`config.mk`:
```
export PLATFORM = sky130hd
export DESIGN_NAME = trimmed_line_key_matcher_top
export DESIGN_NICKNAME = d
export VERILOG_FILES = /design/src/rtl/core/tlkm_pkg.sv /design/src/rtl/core/tlkm_front.sv /design/src/rtl/core/tlkm_fifo.sv /design/src/rtl/core/tlkm_back.sv /design/src/rtl/core/trimmed_line_key_matcher_top.sv
export VERILOG_INCLUDE_DIRS = /design/src /design/src/rtl/core
export SDC_FILE = /design/constraint.sdc
export NUM_CORES = 1
export LEC_CHECK = 0
export ABC_CLOCK_PERIOD_IN_PS = 6240
export BUFFER_PORTS_ARGS = -buffer_cell sky130_fd_sc_hd__buf_2
export CAP_MARGIN = 20
export CORE_UTILIZATION = 31
export DETAILED_ROUTE_END_ITERATION = 12
export HOLD_SLACK_MARGIN = 0.03
export SYNTH_ARGS = -nofsm -noshare
export SYNTH_HDL_FRONTEND = slang
export SYNTH_SLANG_ARGS = --single-unit
```
`constraint.sdc`:
```
create_clock -name i_clk -period 6.24 [get_ports i_clk]
set_input_delay 1.248 -clock i_clk [delete_from_list [all_inputs] [get_ports i_clk]]
set_output_delay 1.248 -clock i_clk [all_outputs]
set_load 0.05 [all_outputs]
```
`src/rtl/core/assert_macros.svh`:
```
// ----------------------------------------------------------------------------
// Assertion macros shared by the RTL of the key matcher
// Clocked on i_clk, disabled while i_rst_n is low.
// ----------------------------------------------------------------------------
`ifndef ASSERT_MACROS_SVH
`define ASSERT_MACROS_SVH

// Property must hold at every clock edge out of reset
`define ASSERT_CLK(label, prop, msg) \
    label: assert property (@(posedge i_clk) disable iff (!i_rst_n) (prop)) else $error(msg);

// Implication checked at every clock edge out of reset
`define ASSERT_IMPL(label, pre, post, msg) \
    label: assert property (@(posedge i_clk) disable iff (!i_rst_n) (pre) |-> (post)) \
        else $error(msg);

// Next-cycle implication checked at every clock edge out of reset
`define ASSERT_NEXT(label, pre, post, msg) \
    label: assert property (@(posedge i_clk) disable iff (!i_rst_n) (pre) |=> (post)) \
        else $error(msg);

`endif

```
`src/rtl/core/tlkm_pkg.sv`:
```
// ----------------------------------------------------------------------------
// tlkm_pkg
// Types, constants and pattern lookup for the trimmed line key matcher.
// ----------------------------------------------------------------------------
package tlkm_pkg;

    localparam int LINE_CAPACITY = 8192;
    localparam int NAME_LENGTH   = 59;
    localparam int ROM_SIZE      = 120;
    localparam int TAIL_LEN      = 5;
    localparam int PATTERN_TOTAL = NAME_LENGTH + 6;

    localparam int LINE_CNT_W = $clog2(LINE_CAPACITY + 1);
    localparam int POS_W      = 7;

    localparam int Q_DEPTH = 4;
    localparam int Q_AW    = $clog2(Q_DEPTH);
    localparam int Q_CW    = $clog2(Q_DEPTH + 1);

    localparam logic [7:0] CH_NEWLINE = 8'h0a;
    localparam logic [7:0] CH_TAB     = 8'h09;
    localparam logic [7:0] CH_SPACE   = 8'h20;
    localparam logic [7:0] CH_TILDE   = 8'h7e;
    localparam logic [7:0] CH_QUOTE   = 8'h22;

    typedef enum logic [1:0] {
        PH_LEAD  = 2'd0,
        PH_MATCH = 2'd1,
        PH_MISS  = 2'd2,
        PH_TAIL  = 2'd3
    } t_phase;

    typedef enum logic [1:0] {
        ST_OK       = 2'd0,
        ST_REJECTED = 2'd1,
        ST_PRESENT  = 2'd2,
        ST_ABSENT   = 2'd3
    } t_status;

    typedef enum logic [1:0] {
        BC_NEWLINE = 2'd0,
        BC_WS      = 2'd1,
        BC_TEXT    = 2'd2,
        BC_BAD     = 2'd3
    } t_byte_class;

    typedef struct packed {
        logic [7:0]  data;
        logic        last;
        t_byte_class cls;
    } t_item;

    localparam logic [7:0] NAME_ROM [ROM_SIZE] = '{
        8'h64, 8'h65, 8'h2e, 8'h66, 8'h72, 8'h65, 8'h64, 8'h65, 8'h72, 8'h69,
        8'h6b, 8'h73, 8'h74, 8'h61, 8'h64, 8'h6c, 8'h65, 8'h72, 8'h2e, 8'h62,
        8'h69, 8'h74, 8'h77, 8'h61, 8'h72, 8'h64, 8'h65, 8'h6e, 8'h2d, 8'h61,
        8'h67, 8'h65, 8'h6e, 8'h74, 8'h2d, 8'h63, 8'h72, 8'h65, 8'h64, 8'h65,
        8'h6e, 8'h74, 8'h69, 8'h61, 8'h6c, 8'h2d, 8'h62, 8'h72, 8'h69, 8'h64,
        8'h67, 8'h65, 8'h2e, 8'h68, 8'h65, 8'h6c, 8'h70, 8'h65, 8'h72, 8'h00,
        8'h00, 8'h00, 8'h00, 8'h00, 8'h00, 8'h00, 8'h00, 8'h00, 8'h00, 8'h00,
        8'h00, 8'h00, 8'h00, 8'h00, 8'h00, 8'h00, 8'h00, 8'h00, 8'h00, 8'h00,
        8'h00, 8'h00, 8'h00, 8'h00, 8'h00, 8'h00, 8'h00, 8'h00, 8'h00, 8'h00,
        8'h00, 8'h00, 8'h00, 8'h00, 8'h00, 8'h00, 8'h00, 8'h00, 8'h00, 8'h00,
        8'h00, 8'h00, 8'h00, 8'h00, 8'h00, 8'h00, 8'h00, 8'h00, 8'h00, 8'h00,
        8'h00, 8'h00, 8'h00, 8'h00, 8'h00, 8'h00, 8'h00, 8'h00, 8'h00, 8'h00
    };

    // quote, space, equals, space, open brace
    localparam logic [7:0] TAIL_ROM [TAIL_LEN] = '{8'h22, 8'h20, 8'h3d, 8'h20, 8'h7b};

    // Expected byte at a given key position; zero past the end never matches
    function automatic logic [7:0] pattern_at(input logic [POS_W-1:0] pos);
        logic [7:0]       res;
        logic [POS_W-1:0] off;
        res = 8'h00;
        off = pos - POS_W'(NAME_LENGTH + 1);
        if (pos == '0) begin
            res = CH_QUOTE;
        end else if (pos <= POS_W'(NAME_LENGTH)) begin
            res = NAME_ROM[pos - 1'b1];
        end else if (off < POS_W'(TAIL_LEN)) begin
            res = TAIL_ROM[off[2:0]];
        end
        return res;
    endfunction

endpackage

```
`src/rtl/core/tlkm_front.sv`:
```
// ----------------------------------------------------------------------------
// tlkm_front
// Accepts snapshot bytes and tags each with its byte class for the queue.
// ----------------------------------------------------------------------------
module tlkm_front (
    input  logic                  i_s_tvalid,
    output logic                  o_s_tready,
    input  logic [7:0]            i_s_tdata,
    input  logic                  i_s_tlast,
    input  logic                  i_full,
    output logic                  o_push,
    output tlkm_pkg::t_item       o_item
);
    import tlkm_pkg::*;

    t_byte_class s_cls;

    always_comb begin
        if (i_s_tdata == CH_NEWLINE) begin
            s_cls = BC_NEWLINE;
        end else if (i_s_tdata == CH_SPACE || i_s_tdata == CH_TAB) begin
            s_cls = BC_WS;
        end else if (i_s_tdata > CH_SPACE && i_s_tdata <= CH_TILDE) begin
            s_cls = BC_TEXT;
        end else begin
            s_cls = BC_BAD;
        end
    end

    assign o_s_tready  = !i_full;
    assign o_push      = i_s_tvalid && !i_full;
    assign o_item.data = i_s_tdata;
    assign o_item.last = i_s_tlast;
    assign o_item.cls  = s_cls;

endmodule

```
`src/rtl/core/tlkm_fifo.sv`:
```
// ----------------------------------------------------------------------------
// tlkm_fifo
// Short request queue between the front and back parts.
// ----------------------------------------------------------------------------
`include "assert_macros.svh"

module tlkm_fifo (
    input  logic            i_clk,
    input  logic            i_rst_n,
    input  logic            i_push,
    input  tlkm_pkg::t_item i_item,
    input  logic            i_pop,
    output tlkm_pkg::t_item o_item,
    output logic            o_full,
    output logic            o_empty
);
    import tlkm_pkg::*;

    t_item           r_mem [Q_DEPTH];
    logic [Q_AW-1:0] r_wr_ptr, n_wr_ptr;
    logic [Q_AW-1:0] r_rd_ptr, n_rd_ptr;
    logic [Q_CW-1:0] r_count,  n_count;
    logic            s_push, s_pop;

    assign o_full  = (r_count == Q_CW'(Q_DEPTH));
    assign o_empty = (r_count == '0);
    assign s_push  = i_push && !o_full;
    assign s_pop   = i_pop && !o_empty;
    assign o_item  = r_mem[r_rd_ptr];

    always_comb begin
        n_wr_ptr = s_push ? r_wr_ptr + 1'b1 : r_wr_ptr;
        n_rd_ptr = s_pop  ? r_rd_ptr + 1'b1 : r_rd_ptr;
        n_count  = r_count;
        if (s_push && !s_pop) begin
            n_count = r_count + 1'b1;
        end else if (s_pop && !s_push) begin
            n_count = r_count - 1'b1;
        end
    end

    always_ff @(posedge i_clk) begin
        if (!i_rst_n) begin
            r_wr_ptr <= '0;
            r_rd_ptr <= '0;
            r_count  <= '0;
        end else begin
            r_wr_ptr <= n_wr_ptr;
            r_rd_ptr <= n_rd_ptr;
            r_count  <= n_count;
        end
    end

    always_ff @(posedge i_clk) begin
        if (s_push) begin
            r_mem[r_wr_ptr] <= i_item;
        end
    end

    `ASSERT_CLK(a_count_range, r_count <= Q_CW'(Q_DEPTH), "queue count beyond depth")
    `ASSERT_IMPL(a_push_room, i_push, !o_full, "push into full queue")

endmodule

```
`src/rtl/core/tlkm_back.sv`:
```
// ----------------------------------------------------------------------------
// tlkm_back
// Line matcher: trims, compares against the key, tracks marks, drives status.
// ----------------------------------------------------------------------------
`include "assert_macros.svh"

module tlkm_back (
    input  logic            i_clk,
    input  logic            i_rst_n,
    input  tlkm_pkg::t_item i_item,
    input  logic            i_empty,
    output logic            o_pop,
    output logic            o_m_tvalid,
    input  logic            i_m_tready,
    output logic [7:0]      o_m_tdata     // [1:0] status, [7:2] zero
);
    import tlkm_pkg::*;

    t_phase                r_phase, n_phase;
    logic [POS_W-1:0]      r_pos, n_pos;
    logic [LINE_CNT_W-1:0] r_line_count, n_line_count;
    logic                  r_found, n_found;
    logic                  r_rejected, n_rejected;
    logic                  s_found_upd, s_rej_upd;
    logic                  s_hit;
    logic [POS_W-1:0]      s_pos_inc;
    t_status               s_status;
    logic                  r_out_valid;
    t_status               r_out_status;

    assign o_pop     = !i_empty && (!r_out_valid || i_m_tready);
    assign s_hit     = (i_item.data == pattern_at(r_pos));
    assign s_pos_inc = r_pos + 1'b1;

    // next state
    always_comb begin
        n_phase      = r_phase;
        n_pos        = r_pos;
        n_line_count = r_line_count;
        s_found_upd  = r_found;
        s_rej_upd    = r_rejected;
        if (o_pop && !r_rejected) begin
            unique case (i_item.cls)
                BC_NEWLINE: begin
                    if (r_phase == PH_TAIL) begin
                        s_found_upd = 1'b1;
                    end
                    n_phase      = PH_LEAD;
                    n_pos        = '0;
                    n_line_count = '0;
                end
                BC_BAD: begin
                    s_rej_upd = 1'b1;
                end
                BC_WS, BC_TEXT: begin
                    if (r_line_count >= LINE_CNT_W'(LINE_CAPACITY)) begin
                        s_rej_upd = 1'b1;
                    end else begin
                        n_line_count = r_line_count + 1'b1;
                        case (r_phase)
                            PH_LEAD, PH_MATCH: begin
                                // leading whitespace is skipped, not compared
                                if (r_phase == PH_MATCH || i_item.cls == BC_TEXT) begin
                                    if (s_hit) begin
                                        n_pos   = s_pos_inc;
                                        n_phase = (s_pos_inc >= POS_W'(PATTERN_TOTAL)) ?
                                                  PH_TAIL : PH_MATCH;
                                    end else begin
                                        n_phase = PH_MISS;
                                    end
                                end
                            end
                            PH_TAIL: begin
                                if (i_item.cls == BC_TEXT) begin
                                    n_phase = PH_MISS;
                                end
                            end
                            default: ;
                        endcase
                    end
                end
            endcase
        end
        n_found    = s_found_upd;
        n_rejected = s_rej_upd;
        // end of snapshot: verdict given, everything clears
        if (o_pop && i_item.last) begin
            n_phase      = PH_LEAD;
            n_pos        = '0;
            n_line_count = '0;
            n_found      = 1'b0;
            n_rejected   = 1'b0;
        end
    end

    // outputs
    always_comb begin
        if (s_rej_upd) begin
            s_status = ST_REJECTED;
        end else if (!i_item.last) begin
            s_status = ST_OK;
        end else if (i_item.cls == BC_NEWLINE && s_found_upd) begin
            s_status = ST_PRESENT;
        end else begin
            s_status = ST_ABSENT;
        end
    end

    always_ff @(posedge i_clk) begin
        if (!i_rst_n) begin
            r_phase      <= PH_LEAD;
            r_pos        <= '0;
            r_line_count <= '0;
            r_found      <= 1'b0;
            r_rejected   <= 1'b0;
            r_out_valid  <= 1'b0;
        end else begin
            r_phase      <= n_phase;
            r_pos        <= n_pos;
            r_line_count <= n_line_count;
            r_found      <= n_found;
            r_rejected   <= n_rejected;
            if (o_pop) begin
                r_out_valid <= 1'b1;
            end else if (i_m_tready) begin
                r_out_valid <= 1'b0;
            end
        end
    end

    always_ff @(posedge i_clk) begin
        if (o_pop) begin
            r_out_status <= s_status;
        end
    end

    assign o_m_tvalid = r_out_valid;
    assign o_m_tdata  = {6'b0, r_out_status};

    `ASSERT_NEXT(a_rej_sticky, o_pop && !i_item.last && s_rej_upd, r_rejected,
                 "rejection not held")
    `ASSERT_NEXT(a_found_sticky, r_found && !(o_pop && i_item.last), r_found,
                 "found mark lost within snapshot")
    `ASSERT_NEXT(a_end_clears, o_pop && i_item.last,
                 !r_found && !r_rejected && r_line_count == '0 && r_pos == '0,
                 "state not cleared after last byte")

endmodule

```
`src/rtl/core/trimmed_line_key_matcher_top.sv`:
```
// ----------------------------------------------------------------------------
// trimmed_line_key_matcher_top
// Byte-stream matcher flagging a trimmed key line in a text snapshot.
// ----------------------------------------------------------------------------
// Input channel (s): one snapshot byte per request in tdata[7:0], tlast on the
// final byte of the snapshot. Output channel (m): one status per input byte in
// tdata[1:0]: accepted, rejected (sticky), end with key present, end with key
// absent. After the final byte all matcher state clears for the next snapshot.
// A byte is taken into a four-entry queue and classified on the way in; the
// matcher pops one byte a cycle while the queue is not empty and the status
// register is free or being read, and registers its status there.
// Throughput: one byte per cycle while the receiver keeps taking statuses.
// Reset (synchronous, i_rst_n low) empties the queue, drops any pending
// status and clears all marks. When the receiver stalls the status holds and
// the queue keeps taking bytes until its four entries are full, then
// o_s_tready falls.
// ----------------------------------------------------------------------------
module trimmed_line_key_matcher_top (
    input  logic       i_clk,
    input  logic       i_rst_n,
    input  logic       i_s_tvalid,
    output logic       o_s_tready,
    input  logic [7:0] i_s_tdata,    // [7:0] data_byte
    input  logic       i_s_tlast,
    output logic       o_m_tvalid,
    input  logic       i_m_tready,
    output logic [7:0] o_m_tdata     // [1:0] status, [7:2] zero
);
    import tlkm_pkg::*;

    t_item s_push_item;
    t_item s_head_item;
    logic  s_push, s_pop, s_full, s_empty;

    tlkm_front u_front (
        .i_s_tvalid (i_s_tvalid),
        .o_s_tready (o_s_tready),
        .i_s_tdata  (i_s_tdata),
        .i_s_tlast  (i_s_tlast),
        .i_full     (s_full),
        .o_push     (s_push),
        .o_item     (s_push_item)
    );

    tlkm_fifo u_fifo (
        .i_clk   (i_clk),
        .i_rst_n (i_rst_n),
        .i_push  (s_push),
        .i_item  (s_push_item),
        .i_pop   (s_pop),
        .o_item  (s_head_item),
        .o_full  (s_full),
        .o_empty (s_empty)
    );

    tlkm_back u_back (
        .i_clk      (i_clk),
        .i_rst_n    (i_rst_n),
        .i_item     (s_head_item),
        .i_empty    (s_empty),
        .o_pop      (s_pop),
        .o_m_tvalid (o_m_tvalid),
        .i_m_tready (i_m_tready),
        .o_m_tdata  (o_m_tdata)
    );

endmodule

```
== Word level (Yosys, flattened, before mapping) ==
Memory sizes are Yosys's and may differ from the RTL's. A register that Yosys moved wholly into a read port is not among the register bits.
Cells that the tools add are included.

* Register bits: 35
* Output and inout bits: 10
* Word-level logic and storage cells: 124
* Bits in read-only memories: 1088
* Bits in writable memories: 44
* Memories: 3
* Input bits: 13

* Reduce and logical (&&, ||, !) cells: 33
* Magnitude comparators: 8
* Bitwise gates (word level): 4
* Multiplexer cells: 40
* Equality and inequality tests: 17
* $add $sub $neg: 8

{| class="wikitable"
|+ Memory list
! memory !! depth !! bits a word !! read ports !! clocked after memory_dff !! write ports !! line !! text
|-
| (name not given) || 128 || 8 || 1 || 0 || 0 || tlkm_pkg.sv:80 || <nowiki>res = NAME_ROM[pos - 1'b1];</nowiki>
|-
| (name not given) || 8 || 8 || 1 || 0 || 0 || tlkm_pkg.sv:82 || <nowiki>res = TAIL_ROM[off[2:0]];</nowiki>
|-
| u_fifo.r_mem || 4 || 11 || 1 || 1 || 1 || tlkm_fifo.sv:19 || <nowiki>t_item r_mem [Q_DEPTH];</nowiki>
|}

{| class="wikitable"
|+ Operators by type and width
! kind !! count
|-
| $mux W8 || 7
|-
| $mux W7 || 4
|-
| $pmux W14 S2 || 1
|-
| $mux W2 || 9
|-
| $eq A8 B4 Y1 const B || 2
|-
| $add A14 B1 Y14 const B || 1
|-
| $ge A14 B14 Y1 const B || 1
|-
| $mux W14 || 1
|-
| $pmux W7 S2 || 1
|-
| $mux W1 || 12
|-
| $reduce_and A6 Y1 || 2
|-
| $logic_and A1 B1 Y1 || 10
|-
| $eq A8 B6 Y1 const B || 1
|-
| $eq A8 B8 Y1 || 1
|-
| $ge A8 B8 Y1 const B || 1
|-
| $gt A8 B6 Y1 const B || 1
|-
| $le A8 B7 Y1 const B || 1
|-
| $not A7 Y8 || 1
|-
| $pmux W2 S2 || 2
|-
| $reduce_or A2 Y1 || 4
|-
| $add A7 B1 Y7 const B || 1
|-
| $ge A7 B7 Y1 const B || 1
|-
| $le A7 B6 Y1 const B || 1
|-
| $logic_not A7 Y1 || 1
|-
| 24 further kinds || 43
|}

== Depth between registers and ports, before layout ==
Gate-level depths: netlist of run 1.

* Word-level depth: 14
* Depth in mapped cells: 19
* Depth with buffers taken out: 13

== Hierarchy ==
A second synthesis of run 1 with hierarchy kept.

* Cell total of the unflattened synthesis: 547
* Area, all modules: 5306.3 µm²

{| class="wikitable"
|+ By module, submodules not included
! module !! seq. area each (µm²) !! area an instance (µm²) !! instances !! cells an instance
|-
| tlkm_back || 580.6 || 3041.7 || 1 || 415
|-
| tlkm_fifo || 1501.4 || 2069.5 || 1 || 105
|-
| tlkm_front || 0.0 || 195.2 || 1 || 27
|}

== Worst setup path before layout of run 1 ==
No wires, ideal clock.

* Path type: register to register
* From: reg u_back.r_pos[0]
* To: reg u_back.r_phase[1]
* Library setup time: 0.125 ns
* Setup slack: 1.754 ns
* Buffers on the path: 5
* Clock period less this slack: 4.486 ns
* Data required time: 6.115 ns
* Stages on the path, launching flop included: 19
* Arrival: 4.361 ns
* Cells stage by stage: dfxtp_1 -> buf_6 -> clkbuf_1 -> inv_1 -> ha_1 -> inv_1 -> ha_1 -> clkbuf_1 -> mux2i_1 -> a2111oi_4 -> a31oi_1 -> o211a_1 -> a31oi_1 -> or4b_1 -> or4_1 -> buf_2 -> or2_1 -> buf_6 -> o41a_1

* Cells in the longest elaborated chain, start to end: 14
* Elaborated cells on any way between the ends: 25
* Those cells by class: add/sub (3); order compare (3); eq/ne (1); mux (13); bitwise (2); reduce/logical (1); memory (2)

{| class="wikitable"
|+ Ends and longest elaborated chain
! what !! line !! text
|-
| from (decl) || tlkm_back.sv:20 || <nowiki>logic [POS_W-1:0] r_pos, n_pos;</nowiki>
|-
| from (signal assigned) || tlkm_back.sv:119 || <nowiki>r_pos <= n_pos;</nowiki>
|-
| branches (longest 9 deep; another with $mem_v2 Z128 W8) || -- ||
|-
| $mux W2 (*) || tlkm_back.sv:64 || <nowiki>if (s_hit) begin</nowiki>
|-
| $mux W2 (*) || tlkm_back.sv:63 || <nowiki>if (r_phase == PH_MATCH || i_item.cls == BC_TEXT) begin</nowiki>
|-
| $pmux W2 S2 (*) || tlkm_back.sv:60 || <nowiki>case (r_phase)</nowiki>
|-
| $mux W2 (*) || tlkm_back.sv:56 || <nowiki>if (r_line_count >= LINE_CNT_W'(LINE_CAPACITY)) begin</nowiki>
|-
| $pmux W2 S2 (*) || tlkm_back.sv:43 || <nowiki>unique case (i_item.cls)</nowiki>
|-
| to (signal assigned) || tlkm_back.sv:118 || <nowiki>r_phase <= n_phase;</nowiki>
|-
| to (decl) || tlkm_back.sv:19 || <nowiki>t_phase r_phase, n_phase;</nowiki>
|}

Mark *: on every way between the ends. The select of a mux whose other input is x is not followed.
A chain may end at the register's enable or synchronous reset.

== Worst setup path in the final report of run 1 ==
* From: reg u_back.r_pos[1]
* To: reg u_back.r_phase[1]

Same word-level chain as after synthesis.

==> results of run 1 <==
per-layer routing:
metal,routed length [microns],vias to the layer above
met5,0,-
met4,328,0
met3,473,21
met2,6080,97
met1,5540,2027
li1,-,1999
cell usage in the layout (no fill, tap or decap), drive strengths merged, types with 11 or more instances in the layout:
cell type	n
inv	26
nor3	16
nand3	14
nor2	42
nand2	45
o21ai	30
xor2	11
buf	20
mux4	11
a21oi	26
nand4	11
dfxtp	35
ha	23
edfxtp	46
layout make-up:
cell class	count	area [sq um]	area share (%)
multi-input combinational	400	2850	49.8
sequential	81	2080	36.3
tap	216	270	4.72
clock buffer	9	225	3.93
timing repair buffer	20	110	1.92
clock inverter	7	108	1.88
inverter	22	82.6	1.44
where the power goes:
part | switching, mW | total (mW) | internal (mW)
sequential | 0.0579 | 0.695 | 0.637
clock | 0.225 | 0.584 | 0.359
combinational | 0.385 | 0.610 | 0.225
total | 0.668 | 1.89 | 1.22
logic make-up (layout without fill, tap and decap cells):
family	after synthesis	in the layout	synth area share, %
other	1	6	0.0721
xor gates and xnor gates	21	21	3.54
muxes	22	22	6.91
adders and majority gates	24	24	5.92
AOI/OAI and AO/OA	130	130	17.9
DFF	81	81	40.0
and+or+nand+nor	197	197	20.1
buffers and inverters	61	58	5.46
registers in the layout (all words and copies together), names as in the netlist, named ones only:
| signal | flops |
|---|---|
| u_fifo.r_wr_ptr | 2 |
| u_fifo.r_mem | 44 |
| u_back.r_line_count | 14 |
| u_back.r_phase | 2 |
| u_back.r_pos | 7 |
| u_back.o_m_tvalid | 1 |
| u_back.r_found | 1 |
| u_fifo.r_rd_ptr | 2 |
| u_back.r_rejected | 1 |
| u_back.r_out_status | 2 |
| u_fifo.r_count | 3 |
critical path, stage by stage, from the launching register on:
cell and delay [ns]:
dfxtp_1 0.80, inv_1 0.29, ha_1 0.36, inv_1 0.11
ha_1 0.69, nand2b_1 0.25, nand2_1 0.07, o221a_1 0.23
a311oi_1 0.35, nor4_1 0.09, or4b_1 0.50, or4_1 0.71
or2_1 0.39, o41a_1 0.41
path summary, 6_finish.rpt:
kind	start	end	slack, ns	cells after the start
setup / recovery	u_back.r_pos[1]	u_back.r_phase[1]	0.86	13
hold / removal	u_back.r_line_count[5]	u_back.r_line_count[5]	0.48	2
hold reg to reg	u_back.r_line_count[5]	u_back.r_line_count[5]	0.48	2
setup reg to reg	u_back.r_pos[1]	u_back.r_phase[1]	0.86	13
stage by stage:
stage / instance area, sq um / hold slack, ns / cells
floorplan: 5220 / 0.438 / 542
global route: 5730 / 0.501 / 755
finish: 5730 / 0.483 / 755
global placement: 5400 / 0.451 / 739
detailed placement: 5400 / 0.473 / 739
CTS: 5730 / 0.482 / 755
==> flow_summary_export.csv, run 1 <==
group,metric,value,unit
outcome,status,"finished, final reports clean",
global_route,grt_use_met2,25.7,%
timing,clock_skew,0.00818,ns
synthesis,synth_area_leaders,"edfxtp_1, dfxtp_1, ha_1",
detailed_routing,avgRoutedWirePerCell,16.5,microns
global_route,grt_max_degree,34,
cts,cts.sinks,81,
global_route,grt-ovfl-total,0,
layout,antennaDiodeCount,0,
timing,hold_viol_final,0,
cts,clk_path_buf_depth,2,
layout,area_growth,10.2,%
placement,portBuffers,16,
global_route,antenna_found_initial,0,
timing,setup_viol,0,
power_and_ir_drop,leakage,1.99,nW
synthesis,seq_area_frac_synth,40.0,%
setup_path,worst_ep_arrival_time,5.60,ns
cts,clk_latency,0.34,ns
global_route,globalRouteMet1Util,18.0,%
cts,postCtsHoldBufs,0,
cts,clkSlewWorstSetupHoldPaths,0.06,ns
global_route,busiest_layer,"met2",
timing,final_max_slew_viol_count,0,
setup_path,required,6.46,ns
cts,numCtsBuffers,9,
timing,fin_ws,0.858,ns
placement,place.gp.congestion,0.894,
synthesis,synthTopCellsByCount,"edfxtp_1, nand2_1, nor2_1",
timing,fin_tns_setup,0,ns
floorplan,ios,23,
layout,nets,571,
timing,period_needed,5.38,ns
detailed_routing,drc_errors,0,
synthesis,synth.ff_latch_count,81,
floorplan,core,16100,sq um
detailed_routing,wl,12.4,mm
timing,tightest_slew,0.857,ns
setup_path,cp-end-kind,"flip-flop",
power_and_ir_drop,fin_total_pwr,1.89,mW
setup_path,startpoint_type,"flip-flop",
detailed_routing,antenna_left,0,
cts,cts_max_level,3,
power_and_ir_drop,ir_drop,0.204,mV
global_route,grt_pass1_vias,4029,
timing,rsz0062_at_grt,"false",
global_route,use_met3,2.51,%
floorplan,rows,46,
floorplan,die_w,132,microns
cts,root_buffer,"clkbuf_16",
floorplan,dieArea,17300,sq um
detailed_routing,dr.pass1.iters,5,
timing,period_share,86.3,%
placement,post-place-ws,0.929,ns
layout,drive_gt1_share,11.1,%
synthesis,synth_edf_count,46,
cts,cts-resized-gates,0,
cts,post_cts_buffers,0,
synthesis,syn_inst,537,
floorplan,start_util,32.3,%
synthesis,synth_ff_type,"edfxtp_1",
min_path,hp-class,"reg -> reg",
synthesis,synth.most_common_cell,"edfxtp_1",
job,drv.max_cap_violation_count,0,
detailed_routing,drt-initial-drc-count,354,
synthesis,ys_warn_count,0,
synthesis,syn_area,5200,sq um
setup_path,worstPathMaxFanout,29,
detailed_routing,vias,4144,
synthesis,synth_top_area_share,26.6,%
global_route,grt_pass1_wl,20.5,mm
cts,tritoncts,"yes",
detailed_routing,vias_per_cell,5.49,
layout,fin_util,35.6,%
setup_path,crit_type,"reg -> reg",
synthesis,avgSynthCellArea,9.68,sq um
synthesis,yosys.area.top_type,"edfxtp_1",
global_route,grt_use_total,14.8,%
synthesis,async_reset_ff_share,0,%
timing,slew_headroom,42.9,%
floorplan,die_h,132,microns
synthesis,yosysUniqueCellTypes,81,
timing,timing.fmax,186,MHz
power_and_ir_drop,powerDensity,330,nW/um^2
placement,hpwl,8.84,mm
layout,fillers,1646,
Power figures use the tool's default switching activity.
==> run 2, diff against run 1 <==
--- a/config.mk
+++ b/config.mk
@@ -8,8 +8,7 @@
 export LEC_CHECK = 0
 export ABC_CLOCK_PERIOD_IN_PS = 6240
 export BUFFER_PORTS_ARGS = -buffer_cell sky130_fd_sc_hd__buf_2
-export CAP_MARGIN = 20
-export CORE_UTILIZATION = 31
+export CORE_UTILIZATION = 35
 export DETAILED_ROUTE_END_ITERATION = 12
 export HOLD_SLACK_MARGIN = 0.03
 export SYNTH_ARGS = -nofsm -noshare
==> flow_summary_export.csv, run 2 (same netlist as run 1, synthesis figures left out) <==
group,metric,value,unit
outcome,status,"finished, final reports clean",
power_and_ir_drop,clockPowerShare,28.5,%
cts,cts_max_level,3,
timing,period_needed,5.11,ns
power_and_ir_drop,leakage,1.99,nW
layout,stdcell_area,5670,sq um
global_route,antenna_found_initial,0,
layout,drive_gt1_share,11.1,%
timing,slew_headroom,38.7,%
detailed_routing,avgRoutedWirePerCell,17.2,microns
timing,final_max_slew_viol_count,0,
setup_path,crit_buf_inv,3,
timing,hold_viol_final,0,
cts,clkSlewWorstSetupHoldPaths,0.06,ns
floorplan,start_util,35.8,%
placement,dpl_cell_area,5370,sq um
setup_path,required,6.45,ns
layout,final_cell_mix,"edfxtp_1, nand2_1, nor2_1",
layout,area_growth,9.07,%
detailed_routing,wl,12.4,mm
setup_path,r2r_slack,1.13,ns
detailed_routing,vias,4214,
global_route,grt_pass1_wl,19.9,mm
timing,rsz0062_at_grt,"false",
setup_path,critPathSlowestCell,"ha_1",
detailed_routing,drc_errors,0,
timing,tightest_slew,0.920,ns
power_and_ir_drop,internal-power,1.18,mW
floorplan,dieArea,15300,sq um
cts,tritoncts,"yes",
layout,layout_commonest_cell,"edfxtp_1",
placement,portBuffers,16,
layout,nets,573,
cts,post_cts_buffers,0,
cts,clk_latency,0.33,ns
power_and_ir_drop,pwr-share-comb,33.6,%
setup_path,reg2reg_to,"u_back.r_phase[1]",
global_route,grt_use_total,16.9,%
timing,clock_skew,0.00820,ns
setup_path,cpLargestDelayFamily,"simple AND/OR/NAND/NOR gates",
setup_path,worstPathMaxFanout,29,
cts,numCtsBuffers,9,
layout,largest_reg_flops,44,
layout,fillers,1444,
layout,antennaDiodeCount,0,
power_and_ir_drop,ir_drop,0.256,mV
setup_path,cp.depth,14,
global_route,grt-ovfl-total,0,
power_and_ir_drop,p_switching,0.653,mW
setup_path,r2r-start,"u_back.r_pos[1]",
cts,cts-resized-gates,0,
global_route,grt_pass1_vias,3981,
floorplan,ios,23,
detailed_routing,dr.pass1.iters,5,
timing,period_share,82.0,%
setup_path,r2r_cells,14,
cts,clk_path_buf_depth,2,
power_and_ir_drop,pwr-share-seq,37.9,%
power_and_ir_drop,swShare,35.5,%
global_route,grt_max_degree,34,
cts,root_buffer,"clkbuf_16",
setup_path,startpoint_type,"flip-flop",
setup_path,worst_ep_arrival_time,5.33,ns
cts,cts.sinks,81,
layout,reg.largest.list,"u_fifo.r_mem (44), u_back.r_line_count (14), u_back.r_pos (7)",
min_path,hp-class,"reg -> reg",
placement,place.gp.congestion,0.908,
floorplan,core,14500,sq um
floorplan,rows,44,
setup_path,critPathLaunch,"u_back.r_pos[1]",
setup_path,crit_chain,"buf_4 > inv_1 > ha_1 > inv_1 > ha_1 > nand2b_1 > nand2_1 > o221a_1 > a311oi_1 > nor4_1 > or4b_1 > or4_1 > or2_1 > o41a_1",
placement,hpwl,8.66,mm
job,drv.max_cap_violation_count,0,
timing,setup_viol,0,
detailed_routing,vias_per_cell,5.81,
setup_path,crit_type,"reg -> reg",
layout,regMostFlops,"u_fifo.r_mem",
timing,timing.fmax,196,MHz
timing,fin_tns_setup,0,ns
power_and_ir_drop,powerDensity,324,nW/um^2
setup_path,critPathMaxStageDelay,0.86,ns
floorplan,die_w,124,microns
setup_path,cp-endpoint,"u_back.r_phase[1]",
cts,postCtsHoldBufs,0,
detailed_routing,antenna_left,0,
floorplan,die_h,124,microns
detailed_routing,drt-initial-drc-count,334,
setup_path,cp-end-kind,"flip-flop",
run 2: changes by cell type in the layout (fill, tap and decap cells not counted), sizes merged:
cell / previous run / this run
inv: 26 / 22
clkbuf: 9 / 12
clkinv: 0 / 3
buf: 20 / 22
bufinv: 2 / 1
clkinvlp: 1 / 0
run 2: area by class of cell:
class | count | area (sq um) | area share [%]
Clock buffer | 12 | 246 | 4.35
Timing Repair Buffer | 22 | 125 | 2.21
Tap cell | 184 | 230 | 4.06
Inverter | 22 | 82.6 | 1.46
Clock inverter | 4 | 52.6 | 0.927
Multi-Input combinational cell | 400 | 2850 | 50.3
Sequential cell | 81 | 2080 | 36.7
run 2: worst register-to-register path, stage by stage (launching register included):
cell,delay (ns)
dfxtp_1,0.29
buf_4,0.20
inv_1,0.21
ha_1,0.34
inv_1,0.10
ha_1,0.86
nand2b_1,0.26
nand2_1,0.08
o221a_1,0.23
a311oi_1,0.34
nor4_1,0.09
or4b_1,0.51
or4_1,0.70
or2_1,0.40
o41a_1,0.40
run 2: power by group through the flow:
stage	clock network [mW]	registers (mW)	logic [mW]
2_1_floorplan	0	0.706	0.469
3_3_place_gp	0	0.705	0.588
3_5_place_dp	0	0.709	0.607
4_1_cts	0.535	0.698	0.613
5_1_grt	0.555	0.708	0.678
6_report	0.523	0.696	0.617
run 2: routing by layer:
metal  global-route usage (%)  routed length [microns]  vias up
li1                         -                        -     1998
met1                     21.2                     5610     2048
met2                     27.6                     5900      136
met3                     3.07                      489       32
met4                     9.34                      437        0
met5                        0                        0        -
run 2: metrics by stage:
step                total power, mW  setup slack (ns)  hold slack (ns)  cells  util (%)
floorplan                      1.18              1.75            0.438    542         -
global placement               1.29              1.36            0.452    709      37.0
detailed placement             1.32              1.21            0.484    709      37.0
CTS                            1.85              1.19            0.493    725      39.0
global route                   1.94             0.817            0.520    725      39.0
finish                         1.84              1.13            0.489    725      39.0
run 2: how the worst min path moves through the flow:
stage,startpoint,endpoint,depth (start not counted)
final,u_back.o_m_tvalid,u_back.o_m_tvalid,2
after global routing,u_back.o_m_tvalid,u_back.o_m_tvalid,2
after CTS,u_back.o_m_tvalid,u_back.o_m_tvalid,2
after detailed placement,u_back.r_line_count[5],u_back.r_line_count[5],2
after global placement,u_back.r_found,u_back.r_found,2
after floorplan,u_back.r_found,u_back.r_found,2
==> run 3, diff against run 2 <==
--- a/config.mk
+++ b/config.mk
@@ -6,7 +6,8 @@
 export SDC_FILE = /design/constraint.sdc
 export NUM_CORES = 1
 export LEC_CHECK = 0
-export ABC_CLOCK_PERIOD_IN_PS = 6240
+export ABC_AREA = 1
+export ABC_CLOCK_PERIOD_IN_PS = 4920
 export BUFFER_PORTS_ARGS = -buffer_cell sky130_fd_sc_hd__buf_2
 export CORE_UTILIZATION = 35
 export DETAILED_ROUTE_END_ITERATION = 12
==> constraint.sdc (replaced) <==
create_clock -name i_clk -period 4.92 [get_ports i_clk]
set_input_delay 0.984 -clock i_clk [delete_from_list [all_inputs] [get_ports i_clk]]
set_output_delay 0.984 -clock i_clk [all_outputs]
set_load 0.05 [all_outputs]
==> flow_summary_export.csv, run 3 <==
group,metric,value,unit
cts,postCtsHoldBufs,0,
detailed_routing,met1_length,5.23,mm
synthesis,synthTopCellsByCount,"nand2_1, nor2_1, inv_1",
layout,final_cell_mix,"nand2_1, nor2_1, inv_1",
timing,fin_tns_setup,0,ns
timing,timing.fmax,255,MHz
setup_path,critPathMaxStageDelay,0.67,ns
synthesis,synth_area_leaders,"edfxtp_1, dfxtp_1, nand2_1",
timing,period_share,79.8,%
setup_path,worst_ep_arrival_time,4.20,ns
cts,cts_max_level,3,
detailed_routing,wl,11.5,mm
layout,layout_commonest_cell,"nand2_1",
setup_path,worstPathMaxFanout,22,
synthesis,synth.ff_latch_count,81,
layout,largest_reg_flops,44,
synthesis,synth_ff_type,"edfxtp_1",
timing,clock_skew,0.00572,ns
detailed_routing,antenna_left,0,
layout,drive_gt1_share,9.10,%
setup_path,crit_buf_inv,3,
timing,holdWs,0.463,ns
cts,clk_latency,0.34,ns
timing,slew_headroom,26.6,%
setup_path,cp-end-kind,"flip-flop",
layout,area_growth,9.34,%
synthesis,seq_area_frac_synth,41.1,%
synthesis,synth_top_area_share,27.3,%
timing,tightest_slew,1.10,ns
layout,regMostFlops,"u_fifo.r_mem",
detailed_routing,avgRoutedWirePerCell,13.2,microns
floorplan,ios,23,
global_route,grt-ovfl-total,0,
detailed_routing,vias_per_cell,5.05,
setup_path,startpoint_type,"flip-flop",
detailed_routing,wl_met2,5.45,mm
floorplan,dieArea,14900,sq um
layout,fin_cells,872,
setup_path,crit_type,"reg -> reg",
synthesis,avgSynthCellArea,7.47,sq um
placement,place.gp.congestion,0.917,
cts,root_buffer,"clkbuf_16",
synthesis,syn_inst,678,
timing,hold_viol_final,0,
setup_path,crit_top_cell,"nand2_1",
detailed_routing,top_layer,"met4",
placement,portBuffers,16,
synthesis,yosysUniqueCellTypes,45,
setup_path,crit_chain,"inv_2 > ha_1 > inv_1 > ha_1 > clkinv_1 > a21oi_1 > nor2_1 > a21oi_1 > nand2_1 > nand2_1 > nand2_1 > nand3_1 > nand3_1 > nor2_1 > nand3_1 > nand2_2 > nand2_2 > nand2_1 > nand2_1 > nor2_1",
setup_path,cpLargestDelayFamily,"simple AND/OR/NAND/NOR gates",
synthesis,async_reset_ff_share,0,%
global_route,grt_max_degree,24,
synthesis,syn_area,5060,sq um
synthesis,yosys.area.top_type,"edfxtp_1",
setup_path,r2r_cells,20,
detailed_routing,drt-initial-drc-count,336,
layout,antennaDiodeCount,0,
global_route,grt_pass1_wl,19.2,mm
cts,numCtsBuffers,9,
synthesis,synth_edf_count,46,
timing,setup_viol,0,
global_route,grt_pass1_vias,4077,
cts,cts-resized-gates,0,
setup_path,required,5.20,ns
floorplan,die_h,122,microns
cts,cts.sinks,81,
detailed_routing,vias,4401,
min_path,worstHoldPathCells,2,
detailed_routing,dr.pass1.iters,7,
layout,reg.largest.list,"u_fifo.r_mem (44), u_back.r_line_count (14), u_back.r_pos (7)",
floorplan,start_util,36.2,%
min_path,hp-class,"reg -> reg",
global_route,antenna_found_initial,0,
floorplan,die_w,122,microns
placement,dp_cells,856,
floorplan,core,14000,sq um
timing,final_max_slew_viol_count,0,
setup_path,critPathSlowestCell,"ha_1",
detailed_routing,dr_wl_met3,553,microns
layout,nets,724,
synthesis,synth.most_common_cell,"nand2_1",
placement,hpwl,8.38,mm
cts,clkSlewWorstSetupHoldPaths,0.06,ns
detailed_routing,drc_errors,0,
job,drv.max_cap_violation_count,0,
cts,post_cts_buffers,0,
floorplan,rows,43,
outcome,status,"finished, final reports clean",
global_route,grt_use_total,16.3,%
setup_path,cp.depth,20,
timing,rsz0062_at_grt,"false",
cts,tritoncts,"yes",
timing,period_needed,3.92,ns
cts,clk_path_buf_depth,2,
layout,fin_util,39.6,%
synthesis,ys_warn_count,0,
[run 3: changes by cell type in the layout (fill, tap and decap cells not counted), moves of 11 or more]
cell and delta:
nand3_1 +49, a21oi_1 +12, nor2_1 +40, mux4_2 -11, inv_1 +50, nand2_1 +134
[run 3: logic make-up after synthesis]
logic type / count (synthesis) / synth area share, %
xor gates and xnor gates: 4 / 0.692
adders and majority gates: 24 / 6.08
other: 1 / 0.0741
AOI/OAI and AO/OA: 98 / 11.4
and+or+nand+nor: 364 / 31.7
buffers and inverters: 106 / 8.92
DFF: 81 / 41.1
[run 3: routing by layer]
metal	global-route usage, %	vias up
met4	7.77	0
li1	-	2240
met1	21.1	2014
met2	26.1	128
met3	3.16	19
met5	0	-
[run 3: worst reg2reg max path: stages (launching register included)]
cell and delay (ns):
dfxtp_1 0.44, inv_2 0.34, ha_1 0.28, inv_1 0.10, ha_1 0.67, clkinv_1 0.41
a21oi_1 0.26, nor2_1 0.07, a21oi_1 0.16, nand2_1 0.09, nand2_1 0.07, nand2_1 0.06
nand3_1 0.09, nand3_1 0.08, nor2_1 0.14, nand3_1 0.11, nand2_2 0.09, nand2_2 0.14
nand2_1 0.11, nand2_1 0.05, nor2_1 0.10
[run 3: path summary, 6_finish.rpt]
kind / startpoint / endpoint / slack, ns
max: u_back.r_pos[0] / u_back.r_pos[6] / 1.0
min: u_fifo.r_rd_ptr[1] / u_fifo.r_rd_ptr[1] / 0.46
max reg2reg: u_back.r_pos[0] / u_back.r_pos[6] / 1.0
min reg2reg: u_fifo.r_rd_ptr[1] / u_fifo.r_rd_ptr[1] / 0.46
[run 3: stage by stage]
| stage | cell area [sq um] | setup slack, ns |
|---|---|---|
| detailed placement | 5250 | 1.05 |
| finish | 5540 | 0.995 |
| global placement | 5250 | 1.11 |
| global route | 5540 | 0.579 |
| CTS | 5540 | 1.04 |
| floorplan | 5080 | 1.93 |
[run 3: cell type report]
class / count / area, sq um
tap: 180 / 225
clock buffer: 10 / 239
sequential: 81 / 2080
fill: 1431 / 8450
timing repair buffer: 16 / 80.1
multi-input combinational: 496 / 2550
inverter: 83 / 312
clock inverter: 6 / 50.0
Power of run 3 is left out: the tool's default activity adds up to more than one toggle a clock period on the data nets, which glitch-free logic cannot reach.
